==> src/hw/rtl/gb3_pkg.sv <==
package gb3_pkg;

    localparam int MAX_WIDTH    = 1024;
    localparam int MAX_CHANNELS = 4;
    localparam int COL_W        = $clog2(MAX_WIDTH);
    localparam int WIDTH_W      = 11;
    localparam int HEIGHT_W     = 16;
    localparam int CHAN_W       = 3;
    localparam int PIX_W        = 32;
    localparam int CFG_INDEX_W  = 2;
    localparam int CFG_DATA_W   = 16;
    localparam int OUT_DEPTH    = 4;
    localparam int OUT_PTR_W    = $clog2(OUT_DEPTH);
    localparam int OUT_CNT_W    = OUT_PTR_W + 1;

    localparam logic [CFG_INDEX_W-1:0] CFG_FRAME_WIDTH   = 2'd0;
    localparam logic [CFG_INDEX_W-1:0] CFG_FRAME_HEIGHT  = 2'd1;
    localparam logic [CFG_INDEX_W-1:0] CFG_CHANNEL_COUNT = 2'd2;

    localparam logic KIND_PIXEL = 1'b0;
    localparam logic KIND_DRAIN = 1'b1;

    localparam logic [WIDTH_W-1:0]  WIDTH_MIN    = 11'd3;
    localparam logic [WIDTH_W-1:0]  WIDTH_MAX    = WIDTH_W'(MAX_WIDTH);
    localparam logic [WIDTH_W-1:0]  WIDTH_RESET  = 11'd640;
    localparam logic [HEIGHT_W-1:0] HEIGHT_MIN   = 16'd3;
    localparam logic [HEIGHT_W-1:0] HEIGHT_RESET = 16'd480;
    localparam logic [CHAN_W-1:0]   CHAN_MAX     = CHAN_W'(MAX_CHANNELS);
    localparam logic [CHAN_W-1:0]   CHAN_RESET   = 3'd1;

    typedef struct packed {
        logic       kind;
        logic [7:0] sample_ch0;
        logic [7:0] sample_ch1;
        logic [7:0] sample_ch2;
        logic [7:0] sample_ch3;
    } in_item_t;

    typedef struct packed {
        logic [7:0] blurred_ch0;
        logic [7:0] blurred_ch1;
        logic [7:0] blurred_ch2;
        logic [7:0] blurred_ch3;
        logic       frame_end;
    } out_item_t;

    typedef struct packed {
        logic             valid;
        logic             emit;
        logic             first_col;
        logic             last_col;
        logic             top_edge;
        logic             bottom_edge;
        logic             frame_end;
        logic [COL_W-1:0] col;
        logic [PIX_W-1:0] pixel;
    } tag_t;

endpackage

==> src/hw/rtl/gb3_ctrl.sv <==
module gb3_ctrl (
    input  logic                             clk,
    input  logic                             rst_n,
    input  logic                             cfg_we,
    input  logic [gb3_pkg::CFG_INDEX_W-1:0]  cfg_index,
    input  logic [gb3_pkg::CFG_DATA_W-1:0]   cfg_data,
    input  logic                             in_valid,
    output logic                             in_ready,
    input  gb3_pkg::in_item_t                in_data,
    input  logic [gb3_pkg::OUT_CNT_W-1:0]    out_count,
    output logic [gb3_pkg::COL_W-1:0]        rd_col,
    output logic [gb3_pkg::CHAN_W-1:0]       chan_count,
    output gb3_pkg::tag_t                    tag
);
    import gb3_pkg::*;

    logic [WIDTH_W-1:0]  width_reg,   width_next;
    logic [HEIGHT_W-1:0] height_reg,  height_next;
    logic [CHAN_W-1:0]   chan_reg,    chan_next;
    logic [COL_W-1:0]    in_col_reg,  in_col_next;
    logic [HEIGHT_W-1:0] in_row_reg,  in_row_next;
    logic [COL_W-1:0]    out_col_reg, out_col_next;
    logic [HEIGHT_W-1:0] out_row_reg, out_row_next;
    logic                tag_valid_reg;
    tag_t                tag_reg, tag_next;

    logic                draining;
    logic                take;
    logic                accept;
    logic                col_wrap;
    logic                out_col_wrap;
    logic [WIDTH_W-1:0]  cfg_width;
    logic [HEIGHT_W-1:0] cfg_height;
    logic [CHAN_W-1:0]   cfg_chan;
    logic [OUT_CNT_W:0]  pending;

    // results already queued plus the one in flight
    assign pending  = {1'b0, out_count} + (OUT_CNT_W+1)'(tag_valid_reg && tag_reg.emit);
    assign in_ready = pending < (OUT_CNT_W+1)'(OUT_DEPTH);
    assign accept   = in_valid && in_ready;

    assign draining = in_row_reg >= height_reg;
    assign take     = (in_data.kind == KIND_PIXEL) ? !draining : draining;
    assign col_wrap = ({1'b0, in_col_reg} + 1'b1) >= width_reg;
    assign out_col_wrap = ({1'b0, out_col_reg} + 1'b1) >= width_reg;

    always_comb
    begin
        cfg_width = cfg_data[WIDTH_W-1:0];
        if (cfg_width < WIDTH_MIN)
        begin
            cfg_width = WIDTH_MIN;
        end
        else if (cfg_width > WIDTH_MAX)
        begin
            cfg_width = WIDTH_MAX;
        end
        cfg_height = cfg_data[HEIGHT_W-1:0];
        if (cfg_height < HEIGHT_MIN)
        begin
            cfg_height = HEIGHT_MIN;
        end
        cfg_chan = cfg_data[CHAN_W-1:0];
        if (cfg_chan == '0)
        begin
            cfg_chan = CHAN_W'(1);
        end
        else if (cfg_chan > CHAN_MAX)
        begin
            cfg_chan = CHAN_MAX;
        end
    end

    always_comb
    begin
        tag_next.emit        = (in_row_reg >= HEIGHT_W'(2))
                             || (in_row_reg == HEIGHT_W'(1) && in_col_reg != '0);
        tag_next.first_col   = out_col_reg == '0;
        tag_next.last_col    = out_col_wrap;
        tag_next.top_edge    = out_row_reg == '0;
        tag_next.bottom_edge = ({1'b0, out_row_reg} + 1'b1) >= {1'b0, height_reg};
        tag_next.frame_end   = tag_next.emit && out_col_wrap && tag_next.bottom_edge;
        tag_next.col         = in_col_reg;
        tag_next.pixel       = (in_data.kind == KIND_PIXEL)
                             ? {in_data.sample_ch3, in_data.sample_ch2,
                                in_data.sample_ch1, in_data.sample_ch0}
                             : '0;
        tag_next.valid       = accept && take;

        width_next   = width_reg;
        height_next  = height_reg;
        chan_next    = chan_reg;
        in_col_next  = in_col_reg;
        in_row_next  = in_row_reg;
        out_col_next = out_col_reg;
        out_row_next = out_row_reg;

        if (cfg_we && (cfg_index == CFG_FRAME_WIDTH || cfg_index == CFG_FRAME_HEIGHT
                       || cfg_index == CFG_CHANNEL_COUNT))
        begin
            unique case (cfg_index)
                CFG_FRAME_WIDTH:  width_next  = cfg_width;
                CFG_FRAME_HEIGHT: height_next = cfg_height;
                default:          chan_next   = cfg_chan;
            endcase
            in_col_next  = '0;
            in_row_next  = '0;
            out_col_next = '0;
            out_row_next = '0;
        end
        else if (accept && take)
        begin
            if (col_wrap)
            begin
                in_col_next = '0;
                if (in_row_reg < height_reg)
                begin
                    in_row_next = in_row_reg + 1'b1;
                end
            end
            else
            begin
                in_col_next = in_col_reg + 1'b1;
            end
            if (tag_next.emit)
            begin
                if (tag_next.frame_end)
                begin
                    in_col_next  = '0;
                    in_row_next  = '0;
                    out_col_next = '0;
                    out_row_next = '0;
                end
                else if (out_col_wrap)
                begin
                    out_col_next = '0;
                    out_row_next = out_row_reg + 1'b1;
                end
                else
                begin
                    out_col_next = out_col_reg + 1'b1;
                end
            end
        end
    end

    always_ff @(posedge clk or negedge rst_n)
    begin
        if (!rst_n)
        begin
            width_reg     <= WIDTH_RESET;
            height_reg    <= HEIGHT_RESET;
            chan_reg      <= CHAN_RESET;
            in_col_reg    <= '0;
            in_row_reg    <= '0;
            out_col_reg   <= '0;
            out_row_reg   <= '0;
            tag_valid_reg <= 1'b0;
        end
        else
        begin
            width_reg     <= width_next;
            height_reg    <= height_next;
            chan_reg      <= chan_next;
            in_col_reg    <= in_col_next;
            in_row_reg    <= in_row_next;
            out_col_reg   <= out_col_next;
            out_row_reg   <= out_row_next;
            tag_valid_reg <= tag_next.valid;
        end
    end

    always_ff @(posedge clk)
    begin
        tag_reg <= tag_next;
    end

    always_comb
    begin
        tag       = tag_reg;
        tag.valid = tag_valid_reg;
    end

    assign rd_col     = in_col_reg;
    assign chan_count = chan_reg;

endmodule

==> config.mk <==
export PLATFORM = sky130hd
export DESIGN_NAME = gb3_ctrl
export DESIGN_NICKNAME = d
export VERILOG_FILES = /design/src/hw/rtl/gb3_pkg.sv /design/src/hw/rtl/gb3_ctrl.sv
export SDC_FILE = /design/constraint.sdc
export NUM_CORES = 1
export LEC_CHECK = 0
export ABC_CLOCK_PERIOD_IN_PS = 4500
export BUFFER_PORTS_ARGS = -buffer_cell sky130_fd_sc_hd__buf_2
export CAP_MARGIN = 20
export CORE_ASPECT_RATIO = 2
export CORE_MARGIN = 3
export CORE_UTILIZATION = 50
export DETAILED_ROUTE_END_ITERATION = 16
export GPL_TIMING_DRIVEN = 0
export PLACE_DENSITY_LB_ADDON = 0.12
export SKIP_LAST_GASP = 1
export SLEW_MARGIN = 20
export SYNTH_ARGS = -nofsm -noshare
export SYNTH_HDL_FRONTEND = slang
export SYNTH_SLANG_ARGS = --single-unit
==> constraint.sdc <==
create_clock -name clk -period 4.5 [get_ports clk]
set_input_delay 0 -clock clk [delete_from_list [all_inputs] [get_ports clk]]
set_output_delay 0 -clock clk [all_outputs]
set_load 0.1 [all_outputs]
## Yosys cells after proc, flatten, opt, wreduce, memory -nomap -nowiden

Index checks and enable logic that the tools add are counted.

| storage, ports and cells | value |
|---|---|
| register bits after elaboration | 131 |
| latch bits | 0 |
| memory bits (writable) | 0 |
| memory bits (read-only) | 0 |
| bits of input ports | 58 |
| output and inout port bits | 63 |
| word-level logic and storage cells | 91 |
| memories | 0 |

| operators by class | value |
|---|---|
| $add $sub $neg | 8 |
| multipliers | 0 |
| div/mod/pow operators | 0 |
| $lt $le $gt $ge | 11 |
| eq/ne operators | 3 |
| shifts and indexed selects | 0 |
| muxes and demuxes | 27 |
| bitwise logic cells | 1 |
| reduce and logical (&&, ||, !) cells | 25 |

Operators with widths:

| operator | count |
|---|---|
| 16-bit two-way mux | 12 |
| 10-bit two-way mux | 10 |
| 16-bit by 1-bit adder with 16-bit output (second input constant) | 2 |
| 10-bit by 1-bit adder with 11-bit output (second input constant) | 2 |
| 11-bit greater-or-equal comparator | 2 |
| 11-bit two-way mux | 2 |
| 10-bit by 1-bit adder with 10-bit output (second input constant) | 2 |
| 16-bit by 1-bit adder with 17-bit output (second input constant) | 1 |
| 17-bit by 16-bit greater-or-equal comparator with 1-bit output | 1 |
| 16-bit by 1-bit == test with 1-bit output (second input constant) | 1 |
| 16-bit greater-or-equal comparator | 1 |
| 16-bit by 2-bit greater-or-equal comparator with 1-bit output (second input constant) | 1 |
| 16-bit zero test | 1 |
| 16-bit less-than comparator | 1 |
| 16-bit by 2-bit less-than comparator with 1-bit output (second input constant) | 1 |
| 11-bit > comparator (second input constant) | 1 |
| 11-bit by 2-bit less-than comparator with 1-bit output (second input constant) | 1 |
| 10-bit zero test | 1 |
| 10-bit nonzero test | 1 |
| 2-bit AND reduction | 4 |
| 1-bit logical AND | 7 |
| 3-bit two-way mux | 2 |
| 3-bit by 1-bit adder with 4-bit output | 1 |
| 4-bit by 3-bit less-than comparator with 1-bit output (second input constant) | 1 |
| other kinds (13) | 16 |

## Depth between registers and ports, before layout

Gate-level depths: netlist of the first run.

| depth | value |
|---|---|
| depth in word-level cells | 9 |
| depth in mapped cells | 18 |
| depth with buffers taken out | 16 |

## Worst setup path after synthesis of the first run

No wires, ideal clock.

| timing path | value |
|---|---|
| kind | register to register |
| from | register tag_reg, in the netlist tag[47] |
| to | register out_row_reg[14] |
| setup time | 127 ps |
| data arrival time | 4053 ps |
| data required time | 4373 ps |
| slack | 320 ps |
| stages on the path, launching flop included | 9 |
| path buffers | 2 |
| period minus slack after synthesis | 4180 ps |
| cell sequence | dfxtp_1 a41oi_1 nand2_1 nor4_2 o211a_1 buf_2 buf_2 a21boi_0 o22ai_1 |

| on the way | value |
|---|---|
| cells in the longest elaborated chain, start to end | 7 |

RTL lines:

| item | line | RTL |
|---|---|---|
| from (decl) | gb3_ctrl.sv:25 | `tag_t tag_reg, tag_next;` |
| from (signal assigned) | gb3_ctrl.sv:175 | `tag_reg <= tag_next;` |
| 1-bit logical AND | gb3_ctrl.sv:38 | `assign pending = {1'b0, out_count} + (OUT_CNT_W+1)'(tag_valid_reg && tag_reg.emit);` |
| 3-bit by 1-bit adder with 4-bit output | gb3_ctrl.sv:38 |  |
| 4-bit by 3-bit less-than comparator with 1-bit output | gb3_ctrl.sv:39 | `assign in_ready = pending < (OUT_CNT_W+1)'(OUT_DEPTH);` |
| via in_ready | gb3_ctrl.sv:8 | `output logic in_ready,` |
| 1-bit logical AND | gb3_ctrl.sv:40 | `assign accept = in_valid && in_ready;` |
| 1-bit logical AND | gb3_ctrl.sv:111 | `else if (accept && take)` |
| 2-bit nonzero test (no line) | -- |  |
| 3-bit AND reduction (no line) | -- |  |
| to (signal assigned) | gb3_ctrl.sv:168 | `out_row_reg <= out_row_next;` |
| to (decl) | gb3_ctrl.sv:23 | `logic [HEIGHT_W-1:0] out_row_reg, out_row_next;` |

The timed path passes the listed nets, and every way through them passes these cells.
A chain may end at the register's enable or synchronous reset.

==> flow_summary.json, run 1 <==
{
  "outcome": "complete, no violations",
  "synthMostInstantiatedCell": "dfrtp_1",
  "internal_power_w": 0.00219,
  "synth_edf_count": 0,
  "grt_pass1_wl_mm": 34.8,
  "multiInputGateArea_mm2": 0.00379,
  "p_leak_nw": 4.38,
  "synth-simple-area-share_pct": 20.9,
  "fin_worst_skew_ns": 0.0106,
  "fp-row-count": 61,
  "synthMuxAreaShare_pct": 1.59,
  "track_usage_pct": 28.2,
  "synth_compound_area_share_pct": 15.2,
  "grt_max_degree": 47,
  "synthTopCellsByCount": "76 x dfrtp_1, 63 x ha_1, 60 x nand2_1",
  "setup_tns_ns": 0,
  "p_comb_share_pct": 18.8,
  "cp.arrival_ns": 4.55,
  "die_area_mm2": 0.0159,
  "worst_ir_drop_vdd_mv": 0.248,
  "r2r_end": "in_row_reg[13]",
  "grt_pass1_vias": 7079,
  "critPathLaunch": "out_row_reg[2]",
  "root_buffer": "clkbuf_16",
  "cp-endpoint": "in_row_reg[13]",
  "crit_type": "reg2reg",
  "antenna_found_initial": 0,
  "syn_nets": 868,
  "clk_pin_slew_ns": 0.06,
  "r2r-start": "out_row_reg[2]",
  "fillers": 1154,
  "final_area_mm2": 0.00920,
  "r2r_cells": 18,
  "ant_nets": 0,
  "avgRoutedWirePerCell_um": 19.0,
  "crit_fanout": 10,
  "ys_seq_area_share_pct": 42.5,
  "ctsHtreeMaxLevel": 4,
  "clkLatencyLatePin_ns": 0.42,
  "grt-ovfl-total": 0,
  "p_seq_share_pct": 39.7,
  "fin_crit_sh_pct": 94.4,
  "startpoint_type": "register",
  "start_util_pct": 51.3,
  "numCtsBuffers": 17,
  "final_max_slew_viol_count": 0,
  "areaGrowthSynthToFinish_pct": 28.5,
  "cts_sinks": 131,
  "synth.avg_cell_area_um2": 9.59,
  "via_per_inst": 5.75,
  "synth-adder-area-share_pct": 11.0,
  "synth-xor-area-share_pct": 3.67,
  "synth_top_family_by_area": "simple AND/OR/NAND/NOR gates",
  "rrSetupSlack_ns": 0.25,
  "netSwitchingPower_w": 0.00100,
  "postLayoutCoreUtil_pct": 65.9,
  "min_period_ns": 4.25,
  "die_h_um": 175,
  "yosysUniqueCellTypes": 66,
  "boundaryPins": 121,
  "die_x_um": 90.6,
  "power_density_mw_per_mm2": 347,
  "hold_path_class": "in2async",
  "register_area_mm2": 0.00305,
  "synth_top_area_share_pct": 26.6,
  "drc": 0,
  "vias": 6587,
  "yosys.area.top_type": "dfrtp_1",
  "worstPathRequired_ns": 4.80,
  "drive_gt1_share_pct": 21.7,
  "final-hold-violation-count": 0,
  "io_buffer_count": 120,
  "core_area_mm2": 0.0140,
  "nNetsFinal": 1064,
  "cap_violations": 0,
  "rsz0062_at_grt": "false",
  "post-dp-hpwl_mm": 16.2,
  "async_reset_ff_share_pct": 63.4,
  "worst_slew_pin_slew_ns": 0.754,
  "p_sw_share_pct": 31.4,
  "max_freq_ghz": 0.235,
  "worstSetupEndpointType": "register",
  "clock_path_buffers": 2,
  "place.gp.congestion": 0.948,
  "ys_warn_count": 0,
  "synth_seq_cells": 131,
  "diodes": 0,
  "syn_area_mm2": 0.00716,
  "wl_mm": 21.8,
  "max_slew_margin_pct": 49.8,
  "setup_viol": 0,
  "drt-initial-drc-count": 323,
  "cts_tree": "done",
  "syn_inst": 747,
  "dr.pass1.iters": 5,
  "largest_register_ffs": 48,
  "clkPwrFrac_pct": 41.5,
  "ys_top_cells_by_area": "dfrtp_1 27%, dfxtp_1 13%, ha_1 11%, nor2b_1 3.3%, nand2_1 3.1%",
  "dpl_cell_area_mm2": 0.00803,
  "yosys_most_used_dff": "dfrtp_1"
}
-- cell type report --
| cell class | instances | share of cell area, % |
|---|---|---|
| plain buffers | 41 | 2.37 |
| well taps | 189 | 2.57 |
| multi-input cells | 535 | 41.2 |
| inverters | 40 | 1.63 |
| flip-flops and latches | 131 | 33.1 |
| clock buffers | 18 | 4.77 |
| clock inverters | 14 | 1.40 |
| repair buffers | 177 | 12.9 |
-- metal layers --
metal | share of wire (%) | wire (µm) | up-vias | GRT usage (%)
li1 | - | - | 3068 | -
met1 | 33 | 7260 | 3154 | 26.8
met2 | 54 | 11800 | 267 | 52.3
met3 | 4.4 | 964 | 98 | 4.63
met4 | 8.1 | 1750 | 0 | 22.3
met5 | 0 | 0 | - | 0
-- power by group through the flow --
stage | clock network (W) | logic [W] | registers (W)
finish | 0.00133 | 0.000601 | 0.00127
global route | 0.00140 | 0.000643 | 0.00127
floorplan | 0 | 0.000221 | 0.00145
CTS | 0.00134 | 0.000598 | 0.00127
global placement | 0 | 0.000537 | 0.00129
detailed placement | 0 | 0.000557 | 0.00129
-- worst min-delay path by stage --
stage	cells past startpoint	slack, ns	to
global placement	2	0.21	tag[8]
CTS	2	0.11	rd_col[3]
detailed placement	1	0.01	rd_col[3]
floorplan	0	-0.30	chan_count[1]
global route	2	0.15	rd_col[0]
finish	2	0.11	rd_col[3]
-- cell usage in the layout (no fill, tap or decap), drive strengths merged, types with 9 or more instances in the layout --
cell type    count
buf            137
dfrtp           76
ha              63
nand2           60
dlygate4sd3     55
dfxtp           48
clkbuf          44
inv             43
o21ai           42
a21oi           39
nor2b           38
nor2            35
nand3           29
xnor2           17
nor4            17
and3            14
and2            14
a22o            14
xor2            13
nand4           12
nor3            11
a32o            11
or4             10
a21o             9
-- critical path: stages (launching register included) --
cell,delay (ns)
dfrtp_1,0.47
nand3_1,0.19
nor2_2,0.24
nand3_2,0.21
nor2_4,0.20
nand3_1,0.14
xnor2_1,0.17
ha_1,0.29
and3_1,0.21
a221o_1,0.31
a211o_1,0.23
a221oi_2,0.27
nand3b_1,0.23
clkbuf_4,0.24
inv_2,0.15
buf_4,0.21
a41oi_1,0.17
o211ai_1,0.10
o41ai_1,0.10
-- cell families (layout without fill, tap and decap cells) --
logic type      count (synthesis)  after routing
fa+ha+maj                      63             63
buf+inv                        81            290
simple gates                  270            270
mux                            11             11
xor+xnor                       30             30
flops                         131            131
compound gates                161            161
-- per-stage QoR --
step,power (W),setup WS (ns),hold WS (ns),std cells
after CTS,0.00321,0.0252,0.110,1144
after detailed placement,0.00185,0.00968,0.0106,1057
after floorplan,0.00167,0.320,-0.296,747
after global placement,0.00182,0.0855,0.207,1056
after global routing,0.00332,0.00804,0.147,1145
final,0.00319,0.251,0.107,1145
-- what timing repair did --
item,4_1_cts,5_1_grt
resized for setup,2,13
endpoints found under the setup margin,2,36
pin swaps,0,2
buffers inserted,0,1
hold endpoints to repair,106,0
hold buffers,55,0
Power figures use the tool's default switching activity.
==> inputs of run 2 (changes only) <==
==> constraint.sdc (replaced) <==
create_clock -name clk -period 4.5 [get_ports clk]
set_input_delay 0.45 -clock clk [delete_from_list [all_inputs] [get_ports clk]]
set_output_delay 0.45 -clock clk [all_outputs]
set_load 0.1 [all_outputs]
==> run 2 against run 1 <==
Effect of this change: clock-buffer cell count unchanged; combinational power down 6.8%; sequential power about the same; die area unchanged; total power down 1.3%; sequential share of layout area up 2.1 points; largest cell class unchanged; highest routed layer unchanged.
==> flow_summary.json, run 2 (synthesized netlist as in run 1, its figures left out) <==
{
  "track_usage_pct": 26.8,
  "dpl_cell_area_mm2": 0.00803,
  "io_buffer_count": 120,
  "startpoint_type": "register",
  "final-hold-violation-count": 0,
  "largest_register_ffs": 48,
  "drt-initial-drc-count": 325,
  "die_area_mm2": 0.0159,
  "cap_violations": 0,
  "outcome": "complete, no violations",
  "hold_path_class": "in2async",
  "core_area_mm2": 0.0140,
  "grt_pass1_wl_mm": 33.1,
  "cts_hold_buf": 0,
  "grt_most_used_layer": "met2",
  "worstPathRequired_ns": 4.80,
  "rsz0062_at_grt": "false",
  "die_x_um": 90.6,
  "ctsHtreeMaxLevel": 4,
  "p_leak_nw": 4.14,
  "grt_use_met2_pct": 49.9,
  "grt_max_degree": 47,
  "grt-ovfl-total": 0,
  "clk_pin_slew_ns": 0.06,
  "dr.pass1.iters": 5,
  "power_density_mw_per_mm2": 365,
  "place.gp.congestion": 0.948,
  "antenna_found_initial": 0,
  "diodes": 0,
  "cp.arrival_ns": 4.55,
  "setup_tns_ns": 0,
  "clock_path_buffers": 2,
  "cts_sinks": 131,
  "fp-row-count": 61,
  "fin_crit_sh_pct": 94.5,
  "max_freq_ghz": 0.235,
  "met3_usage_pct": 4.50,
  "final_cell_mix": "121 x buf_2, 75 x dfrtp_1, 62 x ha_1",
  "start_util_pct": 51.3,
  "worst_slew_pin_slew_ns": 0.761,
  "final_common_cell": "buf_2",
  "boundaryPins": 121,
  "final_area_mm2": 0.00865,
  "nNetsFinal": 1009,
  "avgRoutedWirePerCell_um": 19.1,
  "ant_nets": 0,
  "root_buffer": "clkbuf_16",
  "grt_use_met1_pct": 25.1,
  "crit_fanout": 10,
  "final_max_slew_viol_count": 0,
  "post-dp-hpwl_mm": 16.2,
  "worst_ir_drop_vdd_mv": 0.246,
  "clkLatencyLatePin_ns": 0.41,
  "areaGrowthSynthToFinish_pct": 20.8,
  "worstSetupEndpointType": "register",
  "numCtsBuffers": 17,
  "crit_type": "reg2reg",
  "setup_viol": 0,
  "drc": 0,
  "max_slew_margin_pct": 49.2,
  "grt_pass1_vias": 6709,
  "fin_worst_skew_ns": 0.0111,
  "die_h_um": 175,
  "cts_tree": "done",
  "wl_mm": 20.8,
  "vias": 6348,
  "min_period_ns": 4.25,
  "drive_gt1_share_pct": 23.0,
  "via_per_inst": 5.82
}
-- run 2: power by group --
part           leakage [nW]  internal, W  total (W)  switching (W)
clock                 0.273     0.000779    0.00133       0.000547
sequential             1.49      0.00124    0.00127      0.0000277
combinational          2.38     0.000139   0.000560       0.000422
-- run 2: layout make-up --
type | instances | area, µm²
Inverter | 40 | 150
Sequential cell | 131 | 3050
Buffer | 41 | 218
Multi-Input combinational cell | 535 | 3790
Timing Repair Buffer | 122 | 638
Clock buffer | 18 | 439
Tap cell | 189 | 236
Clock inverter | 14 | 129
Fill cell | 1237 | 5320
-- run 2: path summary, 6_finish.rpt --
path | slack, ns | start | endpoint | depth (start not counted)
worst max-delay path | 0.25 | out_row_reg[2] | in_row_reg[13] | 18
max in group asynchronous | 3.82 | rst_n | width_reg[7] | 2
worst min register to register | 0.48 | chan_count[1] | chan_count[1] | 2
worst min-delay path | 0.008 | rst_n | rd_col[3] | 1
worst max register to register | 0.25 | out_row_reg[2] | in_row_reg[13] | 18
min in group clk | 0.25 | in_data[27] | tag[3] | 2
-- run 2: timing repair --
| action | in CTS | in global routing |
|---|---|---|
| setup endpoints to repair | 2 | 36 |
| endpoints found under the hold margin | 0 | 0 |
| setup buffers | 0 | 1 |
| pin swaps | 0 | 2 |
| gates resized for setup | 2 | 13 |
-- run 2: metal layers --
metal | share of wire [%] | wire length [µm] | vias to the layer above
met3 | 4.6 | 956 | 93
met4 | 8.6 | 1780 | 0
met1 | 33 | 6850 | 3052
met5 | 0 | 0 | -
met2 | 54 | 11300 | 243
li1 | - | - | 2960
-- run 2: worst max-delay path: stages, from the launching register on --
cell	delay (ns)
dfrtp_1	0.47
nand3_1	0.19
nor2_2	0.24
nand3_2	0.20
nor2_4	0.20
nand3_1	0.15
xnor2_1	0.17
ha_1	0.29
and3_1	0.21
a221o_1	0.31
a211o_1	0.23
a221oi_2	0.27
nand3b_1	0.23
clkbuf_4	0.25
inv_2	0.15
buf_4	0.21
a41oi_1	0.17
o211ai_1	0.10
o41ai_1	0.10
-- run 2: metrics by stage --
stage | power [W] | setup slack, ns | utilization [%] | std cells | hold WS (ns)
after floorplan | 0.00167 | 0.320 | - | 747 | 0.154
final | 0.00315 | 0.248 | 61.9 | 1090 | 0.00758
after CTS | 0.00317 | 0.0252 | 61.6 | 1089 | 0.0147
after global routing | 0.00327 | 0.00829 | 61.9 | 1090 | 0.0298
after detailed placement | 0.00185 | 0.00968 | 57.5 | 1057 | 0.453
after global placement | 0.00182 | 0.0855 | 57.3 | 1056 | 0.458
